`src/sv/acs_pkg.sv`:
```
package acs_pkg;

  // parameter defaults
  localparam int DEF_MAX_OVERSAMPLE = 8;
  localparam int DEF_WORD_BITS      = 16;

  // register file
  localparam int CFG_IDX_W  = 3;
  localparam int CFG_DATA_W = 16;

  localparam logic [CFG_IDX_W-1:0] REG_OVERSAMPLE_COUNT = 3'd0;
  localparam logic [CFG_IDX_W-1:0] REG_NOISE_LEVEL      = 3'd1;
  localparam logic [CFG_IDX_W-1:0] REG_GAIN_FACTOR      = 3'd2;
  localparam logic [CFG_IDX_W-1:0] REG_SOURCE_STEREO    = 3'd3;
  localparam logic [CFG_IDX_W-1:0] REG_DEST_STEREO      = 3'd4;
  localparam logic [CFG_IDX_W-1:0] REG_DEST_16BIT       = 3'd5;

  localparam logic [3:0]  RST_OVERSAMPLE_COUNT = 4'd2;
  localparam logic [7:0]  RST_NOISE_LEVEL      = 8'd0;
  localparam logic [15:0] RST_GAIN_FACTOR      = 16'd1024;

  // datapath widths
  localparam int SAMPLE_W = 16;
  localparam int DATA_W   = 32;  // dc tracker, filter state, work values
  localparam int DCX_W    = 36;  // dc update headroom
  localparam int MULB_W   = 17;  // unsigned multiplier operand
  localparam int MUL_W    = DATA_W + MULB_W + 1;
  localparam int RES_W    = 41;  // value after gain

  // output clamps
  localparam int CLAMP_LO = -32768 + 16;
  localparam int CLAMP_HI = 32767 - 16;
  localparam int BYTE_MAX = 255;
  localparam int HALF_LSB = 128;
  localparam int UNITY_WEIGHT = 256;

endpackage

```
`src/sv/acs_if.sv`:
```
interface acs_in_if #(
  parameter int WORD_BITS = acs_pkg::DEF_WORD_BITS
);
  logic                        valid;
  logic                        ready;
  logic signed [WORD_BITS-1:0] first_word;
  logic signed [WORD_BITS-1:0] second_word;

  modport source (output valid, first_word, second_word, input ready);
  modport sink   (input valid, first_word, second_word, output ready);
endinterface

interface acs_out_if;
  logic               valid;
  logic               ready;
  logic signed [15:0] sample_out;
  logic               group_last;

  modport source (output valid, sample_out, group_last, input ready);
  modport sink   (input valid, sample_out, group_last, output ready);
endinterface

interface acs_cfg_if;
  logic        valid;
  logic        ready;
  logic [2:0]  index;
  logic [15:0] data;

  modport source (output valid, index, data, input ready);
  modport sink   (input valid, index, data, output ready);
endinterface

```
`src/sv/audio_sample_conditioner_core.sv`:
```
// Audio sample conditioner.
// in_frame : one item per frame of two microphone words. Frames are summed
//            per slot; every oversample_count-th frame closes a group.
// out_sample: one to four items per closed group; group_last marks the last.
// cfg      : register writes, always ready; write only while the block idles.
// Timing: a frame that does not close a group is only summed, and ready
//   stays high. A closing frame starts the sequencer, which drives one
//   shared multiplier: dc update, correction, then per slot either five
//   steps (filter on: two filter products, sum, gain product, truncate)
//   or two (gain only), then an output load. After the first result,
//   the following ones come one per cycle while the receiver takes them.
//   in_frame.ready is low from the closing frame until the last result of
//   the group is taken.
// Receiver stall: the result register holds its item; nothing is lost.
// Reset: registers return to their defaults, sums, dc tracker and filter
//   state clear, the group counter reloads to 2, no result is pending.
module audio_sample_conditioner_core #(
  parameter int MAX_OVERSAMPLE = acs_pkg::DEF_MAX_OVERSAMPLE,
  parameter int WORD_BITS      = acs_pkg::DEF_WORD_BITS
) (
  input  logic       clk,
  input  logic       rst,
  acs_in_if.sink     in_frame,
  acs_out_if.source  out_sample,
  acs_cfg_if.sink    cfg
);
  import acs_pkg::*;

  localparam int FL_W  = $clog2(MAX_OVERSAMPLE + 2);
  localparam int SUM_W = WORD_BITS + FL_W;

  // sequencer states
  localparam logic [3:0] ST_IDLE = 4'd0;
  localparam logic [3:0] ST_DC   = 4'd1;  // dc tracker update
  localparam logic [3:0] ST_CORR = 4'd2;  // add correction to both slots
  localparam logic [3:0] ST_MA   = 4'd3;  // value * (256 - level)
  localparam logic [3:0] ST_MB   = 4'd4;  // previous * level
  localparam logic [3:0] ST_FSUM = 4'd5;  // filter sum and round
  localparam logic [3:0] ST_MG   = 4'd6;  // value * gain
  localparam logic [3:0] ST_GST  = 4'd7;  // truncate toward zero
  localparam logic [3:0] ST_LOAD = 4'd8;  // first result into out register
  localparam logic [3:0] ST_EMIT = 4'd9;

  // configuration registers
  logic [3:0]  oversample_count;
  logic [7:0]  noise_level;
  logic [15:0] gain_factor;
  logic        source_stereo;
  logic        dest_stereo;
  logic        dest_16bit;

  assign cfg.ready = 1'b1;

  always_ff @(posedge clk) begin
    if (rst) begin
      oversample_count <= RST_OVERSAMPLE_COUNT;
      noise_level      <= RST_NOISE_LEVEL;
      gain_factor      <= RST_GAIN_FACTOR;
      source_stereo    <= 1'b0;
      dest_stereo      <= 1'b0;
      dest_16bit       <= 1'b1;
    end else if (cfg.valid) begin
      case (cfg.index)
        REG_OVERSAMPLE_COUNT: oversample_count <= cfg.data[3:0];
        REG_NOISE_LEVEL:      noise_level      <= cfg.data[7:0];
        REG_GAIN_FACTOR:      gain_factor      <= cfg.data;
        REG_SOURCE_STEREO:    source_stereo    <= cfg.data[0];
        REG_DEST_STEREO:      dest_stereo      <= cfg.data[0];
        REG_DEST_16BIT:       dest_16bit       <= cfg.data[0];
        default: ;
      endcase
    end
  end

  // state
  logic [3:0]                state;
  logic                      slot;
  logic [1:0]                k;
  logic [FL_W-1:0]           frames_left;
  logic signed [SUM_W-1:0]   slot_sum0, slot_sum1;
  logic signed [DATA_W-1:0]  dc_offset;
  logic signed [DATA_W-1:0]  prev0, prev1;
  logic signed [DATA_W-1:0]  w0, w1;
  logic signed [MUL_W-1:0]   acc;
  logic signed [RES_W-1:0]   r0, r1;
  logic                      out_valid;
  logic signed [SAMPLE_W-1:0] out_data;
  logic                      out_last;

  // frame intake
  logic                      in_acc;
  logic signed [WORD_BITS-1:0] word_a, word_b;
  logic signed [SUM_W-1:0]   sum_a, sum_b;
  logic [FL_W-1:0]           group_size;
  logic [4:0]                oc_ext;

  assign in_frame.ready = (state == ST_IDLE);
  assign in_acc = in_frame.valid && in_frame.ready;
  assign word_a = $signed(in_frame.first_word[WORD_BITS-1:0]);
  assign word_b = $signed(in_frame.second_word[WORD_BITS-1:0]);
  assign sum_a  = slot_sum0 + SUM_W'(word_a);
  assign sum_b  = slot_sum1 + SUM_W'(word_b);
  assign oc_ext = {1'b0, oversample_count};

  always_comb begin
    if (oc_ext == 5'd0) begin
      group_size = FL_W'(1);
    end else if (oc_ext > 5'(MAX_OVERSAMPLE)) begin
      group_size = FL_W'(MAX_OVERSAMPLE);
    end else begin
      group_size = FL_W'(oc_ext);
    end
  end

  // dc tracker and correction
  logic signed [DCX_W-1:0]  t_x, dc_x, dc_shift;
  logic signed [DATA_W-1:0] dc_new;
  logic signed [DATA_W:0]   c_x, c_shift;

  always_comb begin
    t_x      = (DCX_W'(w0) + DCX_W'(w1)) <<< 3;
    dc_x     = t_x + DCX_W'(dc_offset) + DCX_W'(16);
    dc_shift = dc_x >>> 5;
    dc_new   = dc_offset - dc_shift[DATA_W-1:0];
    c_x      = (DATA_W+1)'(dc_offset) + (DATA_W+1)'(8);
    c_shift  = c_x >>> 4;
  end

  // shared multiplier
  logic signed [DATA_W-1:0] mul_a;
  logic        [MULB_W-1:0] mul_b;
  logic signed [MUL_W-1:0]  prod;
  logic signed [DATA_W-1:0] w_cur, prev_cur;

  assign w_cur    = slot ? w1 : w0;
  assign prev_cur = slot ? prev1 : prev0;

  always_comb begin
    case (state)
      ST_MA: begin
        mul_a = w_cur;
        mul_b = MULB_W'(UNITY_WEIGHT) - MULB_W'(noise_level);
      end
      ST_MB: begin
        mul_a = prev_cur;
        mul_b = MULB_W'(noise_level);
      end
      default: begin
        mul_a = w_cur;
        mul_b = MULB_W'(gain_factor);
      end
    endcase
  end

  acs_mul u_mul (
    .clk  (clk),
    .a    (mul_a),
    .b    (mul_b),
    .prod (prod)
  );

  // filter rounding and gain truncation
  logic signed [MUL_W:0]    f_x;
  logic signed [DATA_W-1:0] f_val;
  logic signed [MUL_W-1:0]  g_x;
  logic signed [RES_W-1:0]  g_val;

  always_comb begin
    f_x   = (MUL_W+1)'(acc) + (MUL_W+1)'(prod) + (MUL_W+1)'(HALF_LSB);
    f_val = f_x[DATA_W+7:8];
    g_x   = prod + (prod[MUL_W-1] ? MUL_W'(255) : MUL_W'(0));
    g_val = g_x[RES_W+7:8];
  end

  // layout: pick the value for result index emit_idx
  logic signed [RES_W:0]    avg_x;
  logic [1:0]               last_idx;
  logic [1:0]               emit_idx;
  logic signed [RES_W-1:0]  pick;
  logic signed [SAMPLE_W-1:0] fmt_sample;

  assign avg_x    = (RES_W+1)'(r0) + (RES_W+1)'(r1) + (RES_W+1)'(1);
  assign emit_idx = (state == ST_EMIT) ? k + 2'd1 : 2'd0;

  always_comb begin
    if (source_stereo == dest_stereo) begin
      last_idx = dest_stereo ? 2'd1 : 2'd0;
      pick     = (dest_stereo && emit_idx[0]) ? r1 : r0;
    end else if (source_stereo) begin
      // stereo to mono: rounded average
      last_idx = 2'd0;
      pick     = avg_x[RES_W:1];
    end else begin
      // mono to stereo: each slot twice
      last_idx = 2'd3;
      pick     = emit_idx[1] ? r1 : r0;
    end
  end

  acs_fmt u_fmt (
    .value      (pick),
    .dest_16bit (dest_16bit),
    .sample     (fmt_sample)
  );

  // sequencer
  always_ff @(posedge clk) begin
    if (rst) begin
      state       <= ST_IDLE;
      slot        <= 1'b0;
      k           <= 2'd0;
      frames_left <= FL_W'(RST_OVERSAMPLE_COUNT);
      slot_sum0   <= '0;
      slot_sum1   <= '0;
      dc_offset   <= '0;
      prev0       <= '0;
      prev1       <= '0;
      out_valid   <= 1'b0;
    end else begin
      case (state)
        ST_IDLE: begin
          if (in_acc) begin
            if (frames_left > FL_W'(1)) begin
              frames_left <= frames_left - FL_W'(1);
              slot_sum0   <= sum_a;
              slot_sum1   <= sum_b;
            end else begin
              frames_left <= group_size;
              slot_sum0   <= '0;
              slot_sum1   <= '0;
              w0          <= DATA_W'(sum_a);
              w1          <= DATA_W'(sum_b);
              state       <= ST_DC;
            end
          end
        end
        ST_DC: begin
          dc_offset <= dc_new;
          state     <= ST_CORR;
        end
        ST_CORR: begin
          w0    <= w0 + DATA_W'(c_shift);
          w1    <= w1 + DATA_W'(c_shift);
          slot  <= 1'b0;
          state <= (noise_level != 8'd0) ? ST_MA : ST_MG;
        end
        ST_MA: begin
          state <= ST_MB;
        end
        ST_MB: begin
          acc   <= prod;
          state <= ST_FSUM;
        end
        ST_FSUM: begin
          if (slot) begin
            w1    <= f_val;
            prev1 <= f_val;
          end else begin
            w0    <= f_val;
            prev0 <= f_val;
          end
          state <= ST_MG;
        end
        ST_MG: begin
          state <= ST_GST;
        end
        ST_GST: begin
          if (slot) begin
            r1    <= g_val;
            state <= ST_LOAD;
          end else begin
            r0    <= g_val;
            slot  <= 1'b1;
            state <= (noise_level != 8'd0) ? ST_MA : ST_MG;
          end
        end
        ST_LOAD: begin
          k         <= 2'd0;
          out_data  <= fmt_sample;
          out_last  <= (last_idx == 2'd0);
          out_valid <= 1'b1;
          state     <= ST_EMIT;
        end
        ST_EMIT: begin
          if (out_sample.ready) begin
            if (out_last) begin
              out_valid <= 1'b0;
              state     <= ST_IDLE;
            end else begin
              k        <= emit_idx;
              out_data <= fmt_sample;
              out_last <= (emit_idx == last_idx);
            end
          end
        end
        default: begin
          state     <= ST_IDLE;
          out_valid <= 1'b0;
        end
      endcase
    end
  end

  assign out_sample.valid      = out_valid;
  assign out_sample.sample_out = out_data;
  assign out_sample.group_last = out_last;

endmodule

```
`src/sv/acs_mul.sv`:
```
module acs_mul (
  input  logic                                clk,
  input  logic signed [acs_pkg::DATA_W-1:0]   a,
  input  logic        [acs_pkg::MULB_W-1:0]   b,
  output logic signed [acs_pkg::MUL_W-1:0]    prod
);
  import acs_pkg::*;

  // signed x unsigned, registered
  always_ff @(posedge clk) begin
    prod <= a * $signed({1'b0, b});
  end

endmodule

```
`src/sv/acs_fmt.sv`:
```
module acs_fmt (
  input  logic signed [acs_pkg::RES_W-1:0]    value,
  input  logic                                dest_16bit,
  output logic signed [acs_pkg::SAMPLE_W-1:0] sample
);
  import acs_pkg::*;

  logic signed [RES_W:0] biased;
  logic signed [RES_W:0] shifted;
  logic signed [RES_W:0] byte_val;

  always_comb begin
    biased   = (RES_W+1)'(value) + (RES_W+1)'(HALF_LSB);
    shifted  = biased >>> 8;
    byte_val = shifted + (RES_W+1)'(HALF_LSB);
    if (dest_16bit) begin
      if (value < CLAMP_LO) begin
        sample = SAMPLE_W'(CLAMP_LO);
      end else if (value > CLAMP_HI) begin
        sample = SAMPLE_W'(CLAMP_HI);
      end else begin
        sample = value[SAMPLE_W-1:0];
      end
    end else begin
      if (byte_val < 0) begin
        sample = '0;
      end else if (byte_val > BYTE_MAX) begin
        sample = SAMPLE_W'(BYTE_MAX);
      end else begin
        sample = byte_val[SAMPLE_W-1:0];
      end
    end
  end

endmodule

```
`src/flat_wrapper.sv`:
```
// flat-port wrapper written by rule: the top's interface ports become plain ports
module audio_sample_conditioner_core_flat import acs_pkg::*;
#(
  parameter int MAX_OVERSAMPLE = acs_pkg::DEF_MAX_OVERSAMPLE,
  parameter int WORD_BITS      = acs_pkg::DEF_WORD_BITS
)
  (clk, rst, in_frame_valid, in_frame_first_word, in_frame_second_word, in_frame_ready, out_sample_valid, out_sample_sample_out, out_sample_group_last, out_sample_ready, cfg_valid, cfg_index, cfg_data, cfg_ready);
  acs_in_if #(.WORD_BITS(WORD_BITS)) in_frame_i ();
  acs_out_if out_sample_i ();
  acs_cfg_if cfg_i ();
  input  logic clk;
  input  logic rst;
  input wire logic [$bits(in_frame_i.valid)-1:0] in_frame_valid;
  input wire logic [$bits(in_frame_i.first_word)-1:0] in_frame_first_word;
  input wire logic [$bits(in_frame_i.second_word)-1:0] in_frame_second_word;
  output wire logic [$bits(in_frame_i.ready)-1:0] in_frame_ready;
  output wire logic [$bits(out_sample_i.valid)-1:0] out_sample_valid;
  output wire logic [$bits(out_sample_i.sample_out)-1:0] out_sample_sample_out;
  output wire logic [$bits(out_sample_i.group_last)-1:0] out_sample_group_last;
  input wire logic [$bits(out_sample_i.ready)-1:0] out_sample_ready;
  input wire logic [$bits(cfg_i.valid)-1:0] cfg_valid;
  input wire logic [$bits(cfg_i.index)-1:0] cfg_index;
  input wire logic [$bits(cfg_i.data)-1:0] cfg_data;
  output wire logic [$bits(cfg_i.ready)-1:0] cfg_ready;
  assign in_frame_i.valid = in_frame_valid;
  assign in_frame_i.first_word = in_frame_first_word;
  assign in_frame_i.second_word = in_frame_second_word;
  assign in_frame_ready = in_frame_i.ready;
  assign out_sample_valid = out_sample_i.valid;
  assign out_sample_sample_out = out_sample_i.sample_out;
  assign out_sample_group_last = out_sample_i.group_last;
  assign out_sample_i.ready = out_sample_ready;
  assign cfg_i.valid = cfg_valid;
  assign cfg_i.index = cfg_index;
  assign cfg_i.data = cfg_data;
  assign cfg_ready = cfg_i.ready;
  audio_sample_conditioner_core #(.MAX_OVERSAMPLE(MAX_OVERSAMPLE), .WORD_BITS(WORD_BITS)) u_core (.clk(clk), .rst(rst), .in_frame(in_frame_i), .out_sample(out_sample_i), .cfg(cfg_i));
endmodule
```
`config.mk`:
```
export PLATFORM = sky130hd
export DESIGN_NAME = audio_sample_conditioner_core_flat
export DESIGN_NICKNAME = d
export VERILOG_FILES = /design/src/sv/acs_pkg.sv /design/src/sv/acs_if.sv /design/src/sv/audio_sample_conditioner_core.sv /design/src/sv/acs_mul.sv /design/src/sv/acs_fmt.sv /design/src/flat_wrapper.sv
export SDC_FILE = /design/constraint.sdc
export NUM_CORES = 2
export LEC_CHECK = 0
export ABC_CLOCK_PERIOD_IN_PS = 9200
export BUFFER_PORTS_ARGS = -buffer_cell sky130_fd_sc_hd__buf_2
export CAP_MARGIN = 15
export CORE_UTILIZATION = 50
export DETAILED_ROUTE_END_ITERATION = 8
export PLACE_DENSITY = 0.65
export SLEW_MARGIN = 20
export SYNTH_ARGS = -nofsm -noshare
export SYNTH_HDL_FRONTEND = slang
export SYNTH_HIERARCHICAL = 1
export SYNTH_SLANG_ARGS = --single-unit
export TNS_END_PERCENT = 100
```
`constraint.sdc`:
```
create_clock -name clk -period 9.2 [get_ports clk]
set_input_delay 2.3 -clock clk [delete_from_list [all_inputs] [get_ports clk]]
set_output_delay 2.3 -clock clk [all_outputs]
set_load 0.05 [all_outputs]
```
==> summary.md <==
| Metric | Value |
|---|---|
| Outcome | `finished, violations left` |
| Failing checks | `DRC` |
| Skew-Pair Late Insertion Delay | `640 ps` |
| Crit path max fanout | `19` |
| RD Place Congestion | `0.972` |
| Synth Flop Type | `dfxtp_1` |
| Ports | `76` |
| Port bufs | `74` |
| Seq/Total Area, Yosys | `19.9%` |
| Setup TNS | `0 ps` |
| Fin. Hold Viols | `0` |
| Crit path DAT | `9040 ps` |
| Fin crit share | `92.8%` |
| Slew HR | `22.9%` |
| Worst Setup Start Kind | `register` |
| WL/cell | `21.1 µm` |
| FF+latch count, synth | `432` |
| LEAKAGE | `0.0261 µW` |
| Total routed wirelength | `158,000 µm` |
| Syn. warnings | `6` |
| H-tree levels | `2` |
| CTS Hold Bufs | `0` |
| Worst setup EP type | `register` |
| Die area | `108,000 µm²` |
| Final Slew Violations | `0` |
| Chip width | `329 µm` |
| WP data required | `9700 ps` |
| CTS root buf | `clkbuf_16` |
| Tmin final | `8540 ps` |
| DPL Wire Length | `124,000 µm` |
| Post-Synthesis Cell Area | `53,500 µm²` |
| Row cnt | `119` |
| Post-DR vias/cell | `5.92` |
| Number of setup violations in the final report | `0` |
| Clock sinks | `432` |
| Final non-filler cell area | `57,100 µm²` |
| Initial antenna violation count | `8` |
| Final nets | `7,097` |
| Overflow left after global routing | `0` |
| Share of flip-flops with an asynchronous set or reset | `0%` |
| Vias in the first global route | `43,856` |
| Tightest Hold Check Type | `reg -> reg` |
| Post-route ant nets | `0` |
| CTS tree | `yes` |
| Starting DRC count in detailed routing | `3,599` |
| Worst Setup Path Type | `reg -> reg` |
| Placed Area | `55,300 µm²` |
| Max IR drop VDD | `0.000244 V` |
| MaxCap Viol Count | `0` |
| Die Ht | `329 µm` |
| Via Count | `44,299` |
| Max Clock Skew | `43.3 ps` |
| Mapped Avg Cell Area | `8.80 µm²` |
| Layout area overhead | `6.57%` |
| Total CTS buffers | `51` |
| Layout cell share with drive strength beyond 1 | `5.99%` |
| Post-CTS resize count | `0` |
| FMAX | `0.117 GHz` |
| Clock transition at path regs | `60 ps` |
| First-pass GRT wire length | `248,000 µm` |
| PwrDens | `325 nW/µm²` |
| Core area | `106,000 µm²` |
| RSZ-0062 raised after global routing | `no` |
| Pin count of the biggest net entering global routing | `78` |
| DR pass1 iterations | `8` |
| Setup Fix Bufs, Post-CTS | `0` |
| Synth cell types | `110` |
| Longest Clk Path Bufs | `3` |
| GRT Total Usage | `29.2%` |
| Worst slew pin tran | `1150 ps` |
| DR DRC count | `6` |
| Synth Instances | `6,087` |
| Initial Util | `50.6%` |
| Post-synth EDFFs | `203` |
-- cell usage after synthesis (all sizes together), types with 62 or more instances --
cell | n | area share, %
and2 | 352 | 4.1
nor2 | 329 | 2.3
nand3 | 132 | 1.3
a21oi | 383 | 3.6
o21ai | 181 | 1.7
inv | 771 | 5.4
ha | 474 | 11
xnor2 | 218 | 3.6
xor2 | 142 | 2.3
fa | 529 | 20
edfxtp | 203 | 11
dfxtp | 229 | 8.6
mux2i | 97 | 1.8
clkbuf | 202 | 1.4
nor3 | 96 | 0.91
a211oi | 62 | 0.89
a21o | 122 | 1.7
nand2 | 692 | 4.9
-- cells by family after synthesis --
logic type / share of synthesized area, %
other: 0.0140
muxes: 3.41
xor gates and xnor gates: 5.93
DFF: 19.9
and+or+nand+nor: 17.8
adders and majority gates: 30.9
buffers and inverters: 7.23
AOI/OAI and AO/OA: 14.8
-- cell type report --
| type | instances | area, µm² |
|---|---|---|
| Fill cell | 9835 | 48700 |
| Sequential cell | 432 | 10700 |
| Multi-Input combinational cell | 4642 | 39100 |
| Antenna cell | 7 | 17.5 |
| Clock buffer | 73 | 1590 |
| Clock inverter | 22 | 180 |
| Tap cell | 1391 | 1740 |
| Inverter | 772 | 2900 |
| Timing Repair Buffer | 139 | 875 |
-- where the power goes --
group          internal, µW  switching (µW)
sequential             2600             481
clock                  1230             907
combinational          4900            8430
total                  8740            9820
-- critical path: stages, from the launching register on --
cell	delay, ps
dfxtp_1	480
inv_1	150
nand2_1	140
nor2_1	130
nor2_1	570
a221o_1	910
buf_4	350
and2_1	180
fa_1	420
inv_1	90
fa_1	410
fa_1	510
inv_1	50
fa_1	470
fa_1	550
inv_1	50
fa_1	530
inv_1	50
ha_1	440
a21oi_1	150
a21boi_1	140
o21ai_1	100
a221o_1	370
a21o_1	200
a31o_1	260
o31ai_2	320
nor4_1	120
a2111oi_2	270
-- per-stage QoR --
stage	setup slack (ps)	std cells	utilization, %	hold WS (ps)	power (µW)
global route	209	7472	54.0	472	20100
global placement	827	7375	52.3	438	16000
floorplan	1610	6091	-	430	12300
CTS	633	7470	54.0	453	18400
finish	665	7478	54.0	453	18600
detailed placement	630	7375	52.3	444	16200
-- placed cells by master, fill, tap and decap left out, types with 46 or more instances in the layout --
cell       instances
a21oi_1          382
buf_4             63
mux2i_1           97
and3_1            55
inv_1            771
and2_1           352
a22oi_1           46
o21ai_0          165
a211oi_1          60
ha_1             473
fa_1             529
nand4_1           52
xnor2_1          218
clkbuf_16         56
nor2_1           323
o211ai_1          55
nand3_1          129
xor2_1           142
dfxtp_1          227
buf_2             73
edfxtp_1         203
nor3_1            90
nand2_1          690
a21o_1           122
-- path summary, 6_finish.rpt --
path | start | slack [ps] | cells past startpoint | endpoint
setup / recovery | u_core/state[2] | 660 | 27 | u_core/u_mul/prod[49]
hold / removal | u_core/prev0[4] | 450 | 2 | u_core/prev0[4]
setup reg to reg | u_core/state[2] | 660 | 27 | u_core/u_mul/prod[49]
hold reg to reg | u_core/prev0[4] | 450 | 2 | u_core/prev0[4]
-- registers in the layout, summed over array words and instances (netlist names), 16 cells and up --
register,cells
u_core/u_mul/prod,50
u_core/r0,41
u_core/r1,41
u_core/acc,40
u_core/dc_offset,32
u_core/prev0,32
u_core/prev1,32
u_core/w0,32
u_core/w1,32
u_core/slot_sum0,20
u_core/slot_sum1,20
u_core/gain_factor,16
u_core/out_sample.sample_out,16
-- routing by layer --
metal,vias to the layer above,global-route usage (%),wire [µm]
met1,21766,41.3,70200
li1,20595,-,-
met5,-,0,42
met2,1665,46.1,70500
met3,265,4.65,12700
met4,8,8.67,4530
Note: power is estimated with default switching activity, not from simulation.
